==> src/design/tked_pkg.sv <==
// Shared constants for the terminal key event decoder: field widths,
// key codes and the special byte values the decoder matches on.
// No dependencies.
package tked_pkg;

  localparam int BYTE_W = 8;
  localparam int KEY_W  = 5;
  localparam int CHAR_W = 21;
  localparam int LEN_W  = 6;

  localparam int MAX_ESCAPE_LENGTH_DEFAULT = 32;

  localparam logic [KEY_W-1:0] KEY_CHAR  = 5'd0;
  localparam logic [KEY_W-1:0] KEY_UP    = 5'd1;
  localparam logic [KEY_W-1:0] KEY_DOWN  = 5'd2;
  localparam logic [KEY_W-1:0] KEY_RIGHT = 5'd3;
  localparam logic [KEY_W-1:0] KEY_LEFT  = 5'd4;
  localparam logic [KEY_W-1:0] KEY_HOME  = 5'd5;
  localparam logic [KEY_W-1:0] KEY_END   = 5'd6;
  localparam logic [KEY_W-1:0] KEY_TAB   = 5'd7;
  localparam logic [KEY_W-1:0] KEY_INS   = 5'd8;
  localparam logic [KEY_W-1:0] KEY_DEL   = 5'd9;
  localparam logic [KEY_W-1:0] KEY_PGUP  = 5'd10;
  localparam logic [KEY_W-1:0] KEY_PGDN  = 5'd11;
  localparam logic [KEY_W-1:0] KEY_F1    = 5'd12;
  localparam logic [KEY_W-1:0] KEY_F2    = 5'd13;
  localparam logic [KEY_W-1:0] KEY_F3    = 5'd14;
  localparam logic [KEY_W-1:0] KEY_F4    = 5'd15;
  localparam logic [KEY_W-1:0] KEY_F5    = 5'd16;
  localparam logic [KEY_W-1:0] KEY_F6    = 5'd17;
  localparam logic [KEY_W-1:0] KEY_F7    = 5'd18;
  localparam logic [KEY_W-1:0] KEY_F8    = 5'd19;
  localparam logic [KEY_W-1:0] KEY_F9    = 5'd20;
  localparam logic [KEY_W-1:0] KEY_F10   = 5'd21;
  localparam logic [KEY_W-1:0] KEY_F11   = 5'd22;
  localparam logic [KEY_W-1:0] KEY_F12   = 5'd23;
  localparam logic [KEY_W-1:0] KEY_ESC   = 5'd24;
  localparam logic [KEY_W-1:0] KEY_ENTER = 5'd25;
  localparam logic [KEY_W-1:0] KEY_BKSP  = 5'd26;

  localparam logic [BYTE_W-1:0] BYTE_BS  = 8'd8;
  localparam logic [BYTE_W-1:0] BYTE_TAB = 8'd9;
  localparam logic [BYTE_W-1:0] BYTE_LF  = 8'd10;
  localparam logic [BYTE_W-1:0] BYTE_CR  = 8'd13;
  localparam logic [BYTE_W-1:0] BYTE_SUB = 8'd26;
  localparam logic [BYTE_W-1:0] BYTE_ESC = 8'd27;
  localparam logic [BYTE_W-1:0] BYTE_DEL = 8'd127;

  localparam logic [CHAR_W-1:0] CP_MAX       = 21'h10FFFF;
  localparam logic [CHAR_W-1:0] CP_SURR_LOW  = 21'h00D800;
  localparam logic [CHAR_W-1:0] CP_SURR_HIGH = 21'h00DFFF;

endpackage

==> src/design/tked_byte_if.sv <==
// Input channel of the key event decoder: one raw terminal byte per transfer.
// Depends on tked_pkg.
interface tked_byte_if import tked_pkg::*; ();
  logic              valid;
  logic              ready;
  logic [BYTE_W-1:0] in_byte;

  modport source (output valid, output in_byte, input ready);
  modport sink   (input valid, input in_byte, output ready);
endinterface

==> src/design/tked_event_if.sv <==
// Output channel of the key event decoder: one key event per transfer.
// Depends on tked_pkg.
interface tked_event_if import tked_pkg::*; ();
  logic              valid;
  logic              ready;
  logic [KEY_W-1:0]  key_code;
  logic [CHAR_W-1:0] character;
  logic              ctrl;
  logic              alt;
  logic              shift;

  modport source (output valid, output key_code, output character,
                  output ctrl, output alt, output shift, input ready);
  modport sink   (input valid, input key_code, input character,
                  input ctrl, input alt, input shift, output ready);
endinterface

==> src/design/terminal_key_event_decoder.sv <==
// Terminal key event decoder: raw terminal bytes in, key events out.
// Depends on tked_pkg, tked_byte_if and tked_event_if.
//
// Usage:
//   key_bytes carries one raw byte per transfer; key_events carries at most
//   one key event (key code, code point, ctrl/alt/shift) per accepted byte.
//   Bytes that only advance an escape or UTF-8 sequence, or that are
//   dropped, give no event.
// Latency and throughput:
//   One byte is accepted every cycle that key_bytes.ready is high. The event
//   a byte causes is offered on key_events in the cycle after its transfer,
//   from the event register. The rate is set by the single decode pass
//   between the sequence state registers and that event register.
// Stall:
//   key_bytes.ready is high while the event register is empty or is being
//   taken in the same cycle, so a stalled receiver holds the event and
//   stops input only once an event is waiting.
// Reset:
//   rst (synchronous) clears all escape and UTF-8 state and empties the
//   event register. A lone ESC waits for its next byte with no timeout.
module terminal_key_event_decoder
  import tked_pkg::*;
#(
  parameter int MAX_ESCAPE_LENGTH = MAX_ESCAPE_LENGTH_DEFAULT
) (
  input  logic         clk,
  input  logic         rst,
  tked_byte_if.sink    key_bytes,
  tked_event_if.source key_events
);

  typedef struct packed {
    logic              hit;
    logic [KEY_W-1:0]  code;
  } key_lookup_t;

  // Sequence state.
  logic [LEN_W-1:0]  escape_length, escape_length_next;
  logic [BYTE_W-1:0] escape_second_byte, escape_second_byte_next;
  logic [BYTE_W-1:0] escape_param0, escape_param0_next;
  logic [BYTE_W-1:0] escape_param1, escape_param1_next;
  logic [1:0]        escape_param_count, escape_param_count_next;
  logic              semicolon_seen, semicolon_seen_next;
  logic [BYTE_W-1:0] modifier_byte, modifier_byte_next;
  logic              modifier_captured, modifier_captured_next;
  logic [CHAR_W-1:0] utf8_codepoint, utf8_codepoint_next;
  logic [1:0]        utf8_remaining, utf8_remaining_next;

  // Event register.
  logic              ev_valid;
  logic [KEY_W-1:0]  ev_key;
  logic [CHAR_W-1:0] ev_char;
  logic              ev_ctrl, ev_alt, ev_shift;

  // Decode result for the byte in flight.
  logic              res_valid;
  logic [KEY_W-1:0]  res_key;
  logic [CHAR_W-1:0] res_char;
  logic              res_ctrl, res_alt, res_shift;

  logic [BYTE_W-1:0] b;
  logic              accept;
  logic [LEN_W-1:0]  len;
  logic [CHAR_W-1:0] cp;
  logic [2:0]        mod_value;
  logic              fresh;
  key_lookup_t       cur_hit;
  key_lookup_t       tilde_hit;
  key_lookup_t       ss3_hit;

  function automatic key_lookup_t cursor_key(input logic [BYTE_W-1:0] c);
    key_lookup_t r;
    r.hit = 1'b1;
    case (c)
      "A":     r.code = KEY_UP;
      "B":     r.code = KEY_DOWN;
      "C":     r.code = KEY_RIGHT;
      "D":     r.code = KEY_LEFT;
      "H":     r.code = KEY_HOME;
      "F":     r.code = KEY_END;
      default: begin
        r.hit  = 1'b0;
        r.code = KEY_CHAR;
      end
    endcase
    return r;
  endfunction

  // Tilde keys: one parameter digit at length four, two digits at length five.
  function automatic key_lookup_t tilde_key(input logic [LEN_W-1:0] l,
                                            input logic [BYTE_W-1:0] p0,
                                            input logic [BYTE_W-1:0] p1);
    key_lookup_t r;
    r.hit  = 1'b0;
    r.code = KEY_CHAR;
    if (l == LEN_W'(4)) begin
      r.hit = 1'b1;
      case (p0)
        "1":     r.code = KEY_HOME;
        "2":     r.code = KEY_INS;
        "3":     r.code = KEY_DEL;
        "4":     r.code = KEY_END;
        "5":     r.code = KEY_PGUP;
        "6":     r.code = KEY_PGDN;
        default: r.hit  = 1'b0;
      endcase
    end else if (l == LEN_W'(5)) begin
      r.hit = 1'b1;
      if (p0 == "1") begin
        case (p1)
          "5":     r.code = KEY_F5;
          "7":     r.code = KEY_F6;
          "8":     r.code = KEY_F7;
          "9":     r.code = KEY_F8;
          default: r.hit  = 1'b0;
        endcase
      end else if (p0 == "2") begin
        case (p1)
          "0":     r.code = KEY_F9;
          "1":     r.code = KEY_F10;
          "3":     r.code = KEY_F11;
          "4":     r.code = KEY_F12;
          default: r.hit  = 1'b0;
        endcase
      end else begin
        r.hit = 1'b0;
      end
    end
    return r;
  endfunction

  // SS3 finals: F1..F4 and the arrows; home and end are not taken here.
  function automatic key_lookup_t ss3_key(input logic [BYTE_W-1:0] c);
    key_lookup_t r;
    r.hit = 1'b1;
    case (c)
      "P":     r.code = KEY_F1;
      "Q":     r.code = KEY_F2;
      "R":     r.code = KEY_F3;
      "S":     r.code = KEY_F4;
      "A":     r.code = KEY_UP;
      "B":     r.code = KEY_DOWN;
      "C":     r.code = KEY_RIGHT;
      "D":     r.code = KEY_LEFT;
      default: begin
        r.hit  = 1'b0;
        r.code = KEY_CHAR;
      end
    endcase
    return r;
  endfunction

  assign b      = key_bytes.in_byte;
  assign accept = key_bytes.valid && key_bytes.ready;
  assign key_bytes.ready = !ev_valid || key_events.ready;

  always_comb begin
    escape_length_next      = escape_length;
    escape_second_byte_next = escape_second_byte;
    escape_param0_next      = escape_param0;
    escape_param1_next      = escape_param1;
    escape_param_count_next = escape_param_count;
    semicolon_seen_next     = semicolon_seen;
    modifier_byte_next      = modifier_byte;
    modifier_captured_next  = modifier_captured;
    utf8_codepoint_next     = utf8_codepoint;
    utf8_remaining_next     = utf8_remaining;

    res_valid = 1'b0;
    res_key   = KEY_CHAR;
    res_char  = '0;
    res_ctrl  = 1'b0;
    res_alt   = 1'b0;
    res_shift = 1'b0;

    len       = (escape_length < LEN_W'(63)) ? escape_length + LEN_W'(1) : escape_length;
    cp        = {utf8_codepoint[CHAR_W-7:0], b[5:0]};
    mod_value = 3'(modifier_byte_next - 8'h31);
    fresh     = 1'b0;
    cur_hit   = cursor_key(b);
    ss3_hit   = ss3_key(b);

    // Parameter capture comes first so that the final checks see it.
    if (escape_length != '0 && len != LEN_W'(2) && escape_second_byte == "[") begin
      if (len <= LEN_W'(4) && escape_param_count < 2'd2) begin
        if (len == LEN_W'(3)) begin
          escape_param0_next = b;
        end else begin
          escape_param1_next = b;
        end
        escape_param_count_next = escape_param_count + 2'd1;
      end
      if (semicolon_seen) begin
        if (!modifier_captured) begin
          modifier_byte_next     = b;
          modifier_captured_next = 1'b1;
        end
      end else if (b == ";") begin
        semicolon_seen_next = 1'b1;
      end
    end
    mod_value = 3'(modifier_byte_next - 8'h31);
    tilde_hit = tilde_key(len, escape_param0_next, escape_param1_next);

    if (escape_length != '0) begin
      escape_length_next = len;
      if (len == LEN_W'(2)) begin
        escape_second_byte_next = b;
        if (b != "[" && b != "O") begin
          escape_length_next      = '0;
          escape_second_byte_next = '0;
          res_valid = 1'b1;
          res_char  = CHAR_W'(b);
          res_alt   = 1'b1;
        end
      end else if (escape_second_byte == "[") begin
        if (len == LEN_W'(3) && b == "Z") begin
          escape_length_next = '0;
          res_valid = 1'b1;
          res_key   = KEY_TAB;
          res_shift = 1'b1;
        end else if (len == LEN_W'(3) && cur_hit.hit) begin
          escape_length_next = '0;
          res_valid = 1'b1;
          res_key   = cur_hit.code;
        end else if (b == "~") begin
          escape_length_next = '0;
          res_valid = tilde_hit.hit;
          res_key   = tilde_hit.code;
        end else if (len >= LEN_W'(6) && modifier_captured_next) begin
          escape_length_next = '0;
          res_valid = cur_hit.hit;
          res_key   = cur_hit.code;
          // Modifier digits 2..8 encode shift, alt and ctrl as value minus one.
          if (modifier_byte_next >= "2" && modifier_byte_next <= "8") begin
            res_shift = mod_value[0];
            res_alt   = mod_value[1];
            res_ctrl  = mod_value[2];
          end
        end else if (len > LEN_W'(MAX_ESCAPE_LENGTH)) begin
          escape_length_next = '0;
          res_valid = 1'b1;
          res_key   = KEY_ESC;
        end
      end else if (len == LEN_W'(3)) begin
        escape_length_next = '0;
        res_valid = ss3_hit.hit;
        res_key   = ss3_hit.code;
      end else if (len > LEN_W'(MAX_ESCAPE_LENGTH)) begin
        escape_length_next = '0;
        res_valid = 1'b1;
        res_key   = KEY_ESC;
      end

      // Ending a sequence clears everything it gathered.
      if (escape_length_next == '0) begin
        escape_second_byte_next = '0;
        escape_param0_next      = '0;
        escape_param1_next      = '0;
        escape_param_count_next = '0;
        semicolon_seen_next     = 1'b0;
        modifier_byte_next      = '0;
        modifier_captured_next  = 1'b0;
      end
    end else begin
      fresh = 1'b1;
      if (utf8_remaining != 2'd0) begin
        if (b[7:6] == 2'b10) begin
          fresh               = 1'b0;
          utf8_remaining_next = utf8_remaining - 2'd1;
          if (utf8_remaining == 2'd1) begin
            utf8_codepoint_next = '0;
            if (!(cp > CP_MAX || (cp >= CP_SURR_LOW && cp <= CP_SURR_HIGH))) begin
              res_valid = 1'b1;
              res_char  = cp;
            end
          end else begin
            utf8_codepoint_next = cp;
          end
        end else begin
          // A broken sequence is dropped and the byte is decoded on its own.
          utf8_remaining_next = 2'd0;
          utf8_codepoint_next = '0;
        end
      end

      if (fresh) begin
        if (b == BYTE_ESC) begin
          escape_length_next = LEN_W'(1);
        end else if (b == BYTE_CR || b == BYTE_LF) begin
          res_valid = 1'b1;
          res_key   = KEY_ENTER;
        end else if (b == BYTE_TAB) begin
          res_valid = 1'b1;
          res_key   = KEY_TAB;
        end else if (b == BYTE_BS || b == BYTE_DEL) begin
          res_valid = 1'b1;
          res_key   = KEY_BKSP;
        end else if (b >= 8'd1 && b <= BYTE_SUB) begin
          res_valid = 1'b1;
          res_char  = CHAR_W'(b + 8'h60);
          res_ctrl  = 1'b1;
        end else if (!b[7]) begin
          res_valid = 1'b1;
          res_char  = CHAR_W'(b);
        end else if (b[7:5] == 3'b110) begin
          utf8_codepoint_next = CHAR_W'(b[4:0]);
          utf8_remaining_next = 2'd1;
        end else if (b[7:4] == 4'b1110) begin
          utf8_codepoint_next = CHAR_W'(b[3:0]);
          utf8_remaining_next = 2'd2;
        end else if (b[7:3] == 5'b11110) begin
          utf8_codepoint_next = CHAR_W'(b[2:0]);
          utf8_remaining_next = 2'd3;
        end
      end
    end
  end

  always_ff @(posedge clk) begin
    if (rst) begin
      escape_length      <= '0;
      escape_second_byte <= '0;
      escape_param0      <= '0;
      escape_param1      <= '0;
      escape_param_count <= '0;
      semicolon_seen     <= 1'b0;
      modifier_byte      <= '0;
      modifier_captured  <= 1'b0;
      utf8_codepoint     <= '0;
      utf8_remaining     <= '0;
      ev_valid           <= 1'b0;
    end else if (accept) begin
      escape_length      <= escape_length_next;
      escape_second_byte <= escape_second_byte_next;
      escape_param0      <= escape_param0_next;
      escape_param1      <= escape_param1_next;
      escape_param_count <= escape_param_count_next;
      semicolon_seen     <= semicolon_seen_next;
      modifier_byte      <= modifier_byte_next;
      modifier_captured  <= modifier_captured_next;
      utf8_codepoint     <= utf8_codepoint_next;
      utf8_remaining     <= utf8_remaining_next;
      ev_valid           <= res_valid;
    end else if (key_events.ready) begin
      ev_valid <= 1'b0;
    end
  end

  always_ff @(posedge clk) begin
    if (accept && res_valid) begin
      ev_key   <= res_key;
      ev_char  <= res_char;
      ev_ctrl  <= res_ctrl;
      ev_alt   <= res_alt;
      ev_shift <= res_shift;
    end
  end

  assign key_events.valid     = ev_valid;
  assign key_events.key_code  = ev_key;
  assign key_events.character = ev_char;
  assign key_events.ctrl      = ev_ctrl;
  assign key_events.alt       = ev_alt;
  assign key_events.shift     = ev_shift;

endmodule

==> src/flat_wrapper.sv <==
// flat-port wrapper written by rule: the top's interface ports become plain ports
module terminal_key_event_decoder_flat import tked_pkg::*;
#(
  parameter int MAX_ESCAPE_LENGTH = MAX_ESCAPE_LENGTH_DEFAULT
)
  (clk, rst, key_bytes_valid, key_bytes_in_byte, key_bytes_ready, key_events_valid, key_events_key_code, key_events_character, key_events_ctrl, key_events_alt, key_events_shift, key_events_ready);
  tked_byte_if key_bytes_i ();
  tked_event_if key_events_i ();
  input  logic clk;
  input  logic rst;
  input wire logic [$bits(key_bytes_i.valid)-1:0] key_bytes_valid;
  input wire logic [$bits(key_bytes_i.in_byte)-1:0] key_bytes_in_byte;
  output wire logic [$bits(key_bytes_i.ready)-1:0] key_bytes_ready;
  output wire logic [$bits(key_events_i.valid)-1:0] key_events_valid;
  output wire logic [$bits(key_events_i.key_code)-1:0] key_events_key_code;
  output wire logic [$bits(key_events_i.character)-1:0] key_events_character;
  output wire logic [$bits(key_events_i.ctrl)-1:0] key_events_ctrl;
  output wire logic [$bits(key_events_i.alt)-1:0] key_events_alt;
  output wire logic [$bits(key_events_i.shift)-1:0] key_events_shift;
  input wire logic [$bits(key_events_i.ready)-1:0] key_events_ready;
  assign key_bytes_i.valid = key_bytes_valid;
  assign key_bytes_i.in_byte = key_bytes_in_byte;
  assign key_bytes_ready = key_bytes_i.ready;
  assign key_events_valid = key_events_i.valid;
  assign key_events_key_code = key_events_i.key_code;
  assign key_events_character = key_events_i.character;
  assign key_events_ctrl = key_events_i.ctrl;
  assign key_events_alt = key_events_i.alt;
  assign key_events_shift = key_events_i.shift;
  assign key_events_i.ready = key_events_ready;
  terminal_key_event_decoder #(.MAX_ESCAPE_LENGTH(MAX_ESCAPE_LENGTH)) u_core (.clk(clk), .rst(rst), .key_bytes(key_bytes_i), .key_events(key_events_i));
endmodule
==> config.mk <==
export PLATFORM = sky130hd
export DESIGN_NAME = terminal_key_event_decoder_flat
export DESIGN_NICKNAME = d
export VERILOG_FILES = /design/src/design/tked_pkg.sv /design/src/design/tked_byte_if.sv /design/src/design/tked_event_if.sv /design/src/design/terminal_key_event_decoder.sv /design/src/flat_wrapper.sv
export SDC_FILE = /design/constraint.sdc
export NUM_CORES = 1
export LEC_CHECK = 0
export BUFFER_PORTS_ARGS = -buffer_cell sky130_fd_sc_hd__clkbuf_2
export CAP_MARGIN = 5
export CORE_MARGIN = 2
export CORE_UTILIZATION = 26
export DETAILED_ROUTE_END_ITERATION = 6
export GPL_TIMING_DRIVEN = 0
export SYNTH_ARGS = -nofsm -noshare
export SYNTH_HDL_FRONTEND = slang
export SYNTH_SLANG_ARGS = --single-unit
==> constraint.sdc <==
create_clock -name clk -period 4.1 [get_ports clk]
set_input_delay 0.41 -clock clk [delete_from_list [all_inputs] [get_ports clk]]
set_output_delay 0.41 -clock clk [all_outputs]
set_load 0.005 [all_outputs]
# Word level (Yosys, flattened, before mapping)
# Index checks and enable logic that the tools add are counted.
# totals
reg_bits	95
in_bits	12
out_inout_bits	31
# classes
n_addsub	5
magnitude_cmp	12
n_eq_ne	46
muxes	165
n_bitwise	2
reduce_logical	33
# ops
op	n
$mux 21	26
$mux 8	19
$eq 8x6->1 const B	15
$eq 8x7->1 const B	14
$mux 6	17
$mux 5	15
$mux 1	67
$pmux 5 s4	2
$eq 8x4->1 const B	4
$mux 2	16
$pmux 4 s8	1
$pmux 4 s6	1
$ge 21x16->1 const B	1
$gt 21x21->1 const B	1
$le 21x16->1 const B	1
$pmux 3 s6	1
$ne 8x7->1 const B	2
$eq 6x2->1 const B	2
$eq 6x3->1 const B	2
$logic_and 1x1->1	12
$reduce_or 6->1	2
$reduce_bool 2->1	5
$add 8x7->9 const B	1
$eq 8x5->1 const B	1
29 further kinds	35

# Depth between registers and ports, before layout
# logic_depth
depth_word	20
depth_mapped	13
depth_no_buf	11

# Least setup slack after synthesis
# No wires, ideal clock.
# synth_path
path_type	reg2reg
startpoint	reg u_core.escape_length[0]
endpoint	reg u_core.ev_alt, in the netlist u_core.key_events.alt (enable)
t_arrival_ps	3088
slack_ps	629
stages_incl_launch_ff	12
path_buffers	1
synth_period_minus_slack_ps	3471
cell_sequence	dfxtp_1 > ha_1 > buf_6 > a311oi_2 > o21ai_2 > a211oi_4 > nand2_1 > o311ai_0 > o311ai_0 > nor3_1 > o21ai_0 > inv_1
# synth_between
elab_chain_len	20
elab_cells_between_ends	59
classes_between	add/sub (1); order compare (4); eq/ne (19); mux (24); reduce/logical (11)
# synth_rtl
element	line	source
start, declared	terminal_key_event_decoder.sv:38	logic [LEN_W-1:0] escape_length, escape_length_next;
start signal, assigned	terminal_key_event_decoder.sv:334	escape_length <= escape_length_next;
$add 6x1->6 / $lt 6x6->1 (equally long branches)	terminal_key_event_decoder.sv:176	len = (escape_length < LEN_W'(63)) ? escape_length + LEN_W'(1) : escape_length;
$mux 6	terminal_key_event_decoder.sv:176	
$le 6x3->1 (tied with other cells)	terminal_key_event_decoder.sv:185	if (len <= LEN_W'(4) && escape_param_count < 2'd2) begin
$logic_and 1x1->1 (tied with other cells)	terminal_key_event_decoder.sv:185	
$mux 8 / $logic_and 1x1->1 (equally long branches)	terminal_key_event_decoder.sv:185, terminal_key_event_decoder.sv:184	
$mux 8	terminal_key_event_decoder.sv:184	if (escape_length != '0 && len != LEN_W'(2) && escape_second_byte == "[") begin
$eq 8x6->1	terminal_key_event_decoder.sv:118	case (p1)
$reduce_or 4->1 (no source line)	--	
[... 4 more ...]	--	
$mux 6	terminal_key_event_decoder.sv:96	if (l == LEN_W'(4)) begin
$mux 1	terminal_key_event_decoder.sv:226	end else if (b == "~") begin
$mux 1	terminal_key_event_decoder.sv:222	end else if (len == LEN_W'(3) && cur_hit.hit) begin
$mux 1	terminal_key_event_decoder.sv:217	if (len == LEN_W'(3) && b == "Z") begin
$mux 1	terminal_key_event_decoder.sv:216	end else if (escape_second_byte == "[") begin
$mux 1	terminal_key_event_decoder.sv:207	if (len == LEN_W'(2)) begin
$mux 1 *	terminal_key_event_decoder.sv:205	if (escape_length != '0) begin
$logic_and 1x1->1 *	terminal_key_event_decoder.sv:351	if (accept && res_valid) begin
end signal, assigned	terminal_key_event_decoder.sv:355	ev_alt <= res_alt;
end, declared	terminal_key_event_decoder.sv:53	logic ev_ctrl, ev_alt, ev_shift;
# Every way passes the cells marked *; elsewhere a longest branch is shown, timed or not.
# A chain may end at the register's enable or synchronous reset.

# Worst setup path after layout
# layout_path
startpoint	reg u_core.escape_length[1]
endpoint	reg u_core.ev_key[0], in the netlist u_core.key_events.key_code[0] (enable)
# layout_between
elab_chain_len	20
elab_cells_between_ends	59
classes_between	add/sub (1); order compare (4); eq/ne (19); mux (24); reduce/logical (11)
# layout_rtl
element	line	source
$add 6x1->6 / $lt 6x6->1 (equally long branches)	terminal_key_event_decoder.sv:176	
$mux 6	terminal_key_event_decoder.sv:176	
$le 6x3->1 (tied with other cells)	terminal_key_event_decoder.sv:185	
$logic_and 1x1->1 (tied with other cells)	terminal_key_event_decoder.sv:185	
$mux 8 / $logic_and 1x1->1 (equally long branches)	terminal_key_event_decoder.sv:185, terminal_key_event_decoder.sv:184	
$mux 8	terminal_key_event_decoder.sv:184	
$eq 8x6->1	terminal_key_event_decoder.sv:118	
$reduce_or 4->1 (no source line)	--	
[... 4 more ...]	--	
$mux 6	terminal_key_event_decoder.sv:96	
$mux 1	terminal_key_event_decoder.sv:226	
$mux 1	terminal_key_event_decoder.sv:222	
$mux 1	terminal_key_event_decoder.sv:217	
$mux 1	terminal_key_event_decoder.sv:216	
$mux 1	terminal_key_event_decoder.sv:207	
$mux 1 *	terminal_key_event_decoder.sv:205	
$logic_and 1x1->1 *	terminal_key_event_decoder.sv:351	
end signal, assigned	terminal_key_event_decoder.sv:352	ev_key <= res_key;
end, declared	terminal_key_event_decoder.sv:51	logic [KEY_W-1:0] ev_key;
# Marks and branches as above.

==> qor.yml <==
setup_path:
  critPathBufInv: 6
  cp_top_family: "simple AND/OR/NAND/NOR gates"
  crit_top_cell: "buf_4"
  endpoint: "u_core.key_events.key_code[0]"
  crit_path_top_delay_cell: "dfxtp_1"
  crit_chain: "buf_2, inv_1, ha_1, nand2b_1, o22ai_2, a21oi_1, nor3b_2, buf_4, mux2i_1, nand4_1, nor3_1, o21ai_2, buf_4, clkinvlp_4, buf_4"
  ff2ff_path_depth: 15
  rr_startpoint: "u_core.escape_length[1]"
  worstPathRequired_ps: 4150
  setup.worst_path.end_class: "flip-flop"
  timing.rr.end: "u_core.key_events.key_code[0]"
  worst_path_largest_cell_delay_ps: 380
  crit_arrival_ps: 3910
  criticalPathCategory: "reg2reg"
  critPathLaunch: "u_core.escape_length[1]"
  cp.depth: 15
  startpoint_type: "flip-flop"
  crit_fanout: 15
  rrSetupSlack_ps: 240
final_layout:
  layout.cells.non_filler: 1004
  design_area_mm2: 0.00654
  drive_above_1_share: 0.174
  fillers: 2241
  layout.nets: 745
  synthToLayoutAreaGrowth_pct: 16.0
  fin_util: 0.309
timing:
  finClkSkew_ps: 10.4
  worst_slack_ps: 242
  min_period_ps: 3860
  fin_crit_sh: 0.941
  rsz0062_at_grt: "false"
  setup_viol: 0
  fmax_ghz: 0.259
  max-slew-margin-rel: 0.324
  finalHoldViolations: 0
  worst_pin_slew_ps: 1000
  slew_viol_final: 0
  fin_setup_tns_ps: 0
  holdWs_ps: 438
worst_hold_path:
  hold_path.class: "in2reg"
routing:
  drt_wl_total_um: 16700
  first_pass_iters: 5
  vias: 5333
  drcViolationCount: 0
  detail_route.wl_per_cell_um: 16.7
  vias_per_cell: 5.31
  drtAntennaViolNets: 0
  drtIter0Drc: 560
placement:
  dp_cells: 981
  placed_cell_area_mm2: 0.00618
  gp_congestion: 0.945
  place_ws_ps: -609
  hpwl_um: 12400
  numPortBuffers: 39
die:
  die-area_mm2: 0.0229
  start_util: 0.267
  die_w_um: 151
  core-area_mm2: 0.0212
  io_pins: 43
  num_rows: 53
  fp.dieH_um: 151
logic_synthesis:
  yosysMostFrequentCell: "nor2_1"
  yosysUniqueCellTypes: 85
  yosysTopAreaCellShare: 0.213
  yosysWarnings: 0
  ys_top_cells_by_count: "68 x nor2_1, 67 x nand2_1, 60 x dfxtp_1"
  synthesis.nets: 689
  synthCells: 667
  synth_edf_count: 29
  synth_top_area_cell: "dfxtp_1"
  synth.area.top_cells: "dfxtp_1 21%, edfxtp_1 15%, nor2_1 4.5%"
  synth_area_per_cell_um2: 8.45
  ys_ff_latch: 89
  netlist_area_mm2: 0.00564
  seq_area_frac_synth: 0.367
  synth-async-reset-ratio: 0
  synthFlopType: "dfxtp_1"
pwr:
  p_leak_nw: 2.34
  pwr_density_cell_mw_per_mm2: 299
  p_total_mw: 1.96
  ir_drop_uv: 177
clock_tree:
  path_clk_slew_ps: 70
  clk_path_buf_depth: 2
  htree_levels: 3
  clkLatencyLatePin_ps: 360
  cts_tree: "built"
  root_buffer: "clkbuf_16"
  cts_made_buffers: 9
  cts_sinks: 89
global_routing:
  grt_max_degree: 19
  grt_pass1_wl_um: 26400
  antenna_found_initial: 1
  grt.overflow.total: 0
  grtUsageTotal: 0.149
  grt_pass1_vias: 4843
job:
  cap_violations: 0
outcome:
  status: "completed"
[where the power goes]
group | total, mW | internal [mW] | switching (mW)
Combinational | 0.192 | 0.0609 | 0.131
Sequential | 0.938 | 0.930 | 0.00852
Clock | 0.828 | 0.430 | 0.397
Total | 1.96 | 1.42 | 0.537
[registers in the layout (all words and copies together) (netlist names)]
register                     cells
u_core.escape_param0             8
u_core.escape_param_count        2
u_core.semicolon_seen            1
u_core.key_events.ctrl           1
u_core.key_events.key_code       5
u_core.utf8_remaining            2
u_core.key_events.shift          1
u_core.modifier_byte             8
u_core.key_events.character     21
u_core.utf8_codepoint           15
u_core.modifier_captured         1
u_core.escape_second_byte        8
u_core.escape_length             6
u_core.key_events.valid          1
u_core.escape_param1             8
u_core.key_events.alt            1
[worst reg2reg max path, delay by kind of cell (launching register included)]
kind	cells	cell delay, ps
compound gates	3	630
fa+ha+maj	1	330
buf+inv	6	950
flops	1	380
mux	1	300
simple gates	4	960
[timing repair]
| action | 4_1_cts | 5_1_grt |
|---|---|---|
| pin swaps | 0 | 2 |
| buffers inserted | 2 | 3 |
| gates cloned | 1 | 0 |
| resized for setup | 5 | 5 |
| hold buffers | 0 | 0 |
| setup endpoints to repair | 29 | 32 |
[layout make-up]
cell class	instances	area, µm²	share of cell area
clock buffer	9	225	0.0344
inverter	14	56.3	0.00860
buffer	47	226	0.0346
multi-input combinational	517	3310	0.505
sequential	89	2070	0.317
clock inverter	7	68.8	0.0105
antenna	1	2.50	0.000382
timing repair inverter	1	7.51	0.00115
timing repair buffer	44	233	0.0356
tap	275	344	0.0526
[cell usage in the layout, fill, tap and decap left out, types with 11 or more instances in the layout]
cell       n
a21oi_1   39
a22oi_1   13
and3_1    21
clkbuf_1  30
clkbuf_2  40
dfxtp_1   59
edfxtp_1  29
inv_1     13
mux2i_1   11
nand2_1   67
nand3_1   39
nor2_1    68
nor3_1    19
o21ai_0   26
o21ai_1   13
[metal layers]
layer | vias up | global-route usage | wire length [µm]
met5 | - | 0 | 0
met4 | 0 | 0.0603 | 517
met3 | 43 | 0.0271 | 1090
met2 | 198 | 0.233 | 7520
met1 | 2495 | 0.202 | 7620
li1 | 2597 | - | -
[cells by family after synthesis]
logic type / after synthesis / synth area share
flip-flops: 89 / 0.367
AO/OA/AOI/OAI: 182 / 0.234
XOR/XNOR: 10 / 0.0189
multiplexers: 14 / 0.0255
AND/OR/NAND/NOR: 301 / 0.283
adder cells (fa/ha/maj): 10 / 0.0222
buffers and inverters: 61 / 0.0493
[worst min path at each step]
stage | from | endpoint | cells after the start
3_5_place_dp | u_core.escape_second_byte[5] | u_core.escape_second_byte[5] | 1
2_1_floorplan | u_core.escape_second_byte[7] | u_core.escape_second_byte[7] | 1
6_report | rst | u_core.escape_param0[7] | 4
4_1_cts | u_core.modifier_byte[5] | u_core.modifier_byte[5] | 2
3_3_place_gp | u_core.modifier_byte[6] | u_core.modifier_byte[6] | 2
5_1_grt | u_core.modifier_byte[5] | u_core.modifier_byte[5] | 2
No activity file was read; power rests on OpenSTA's default activity.
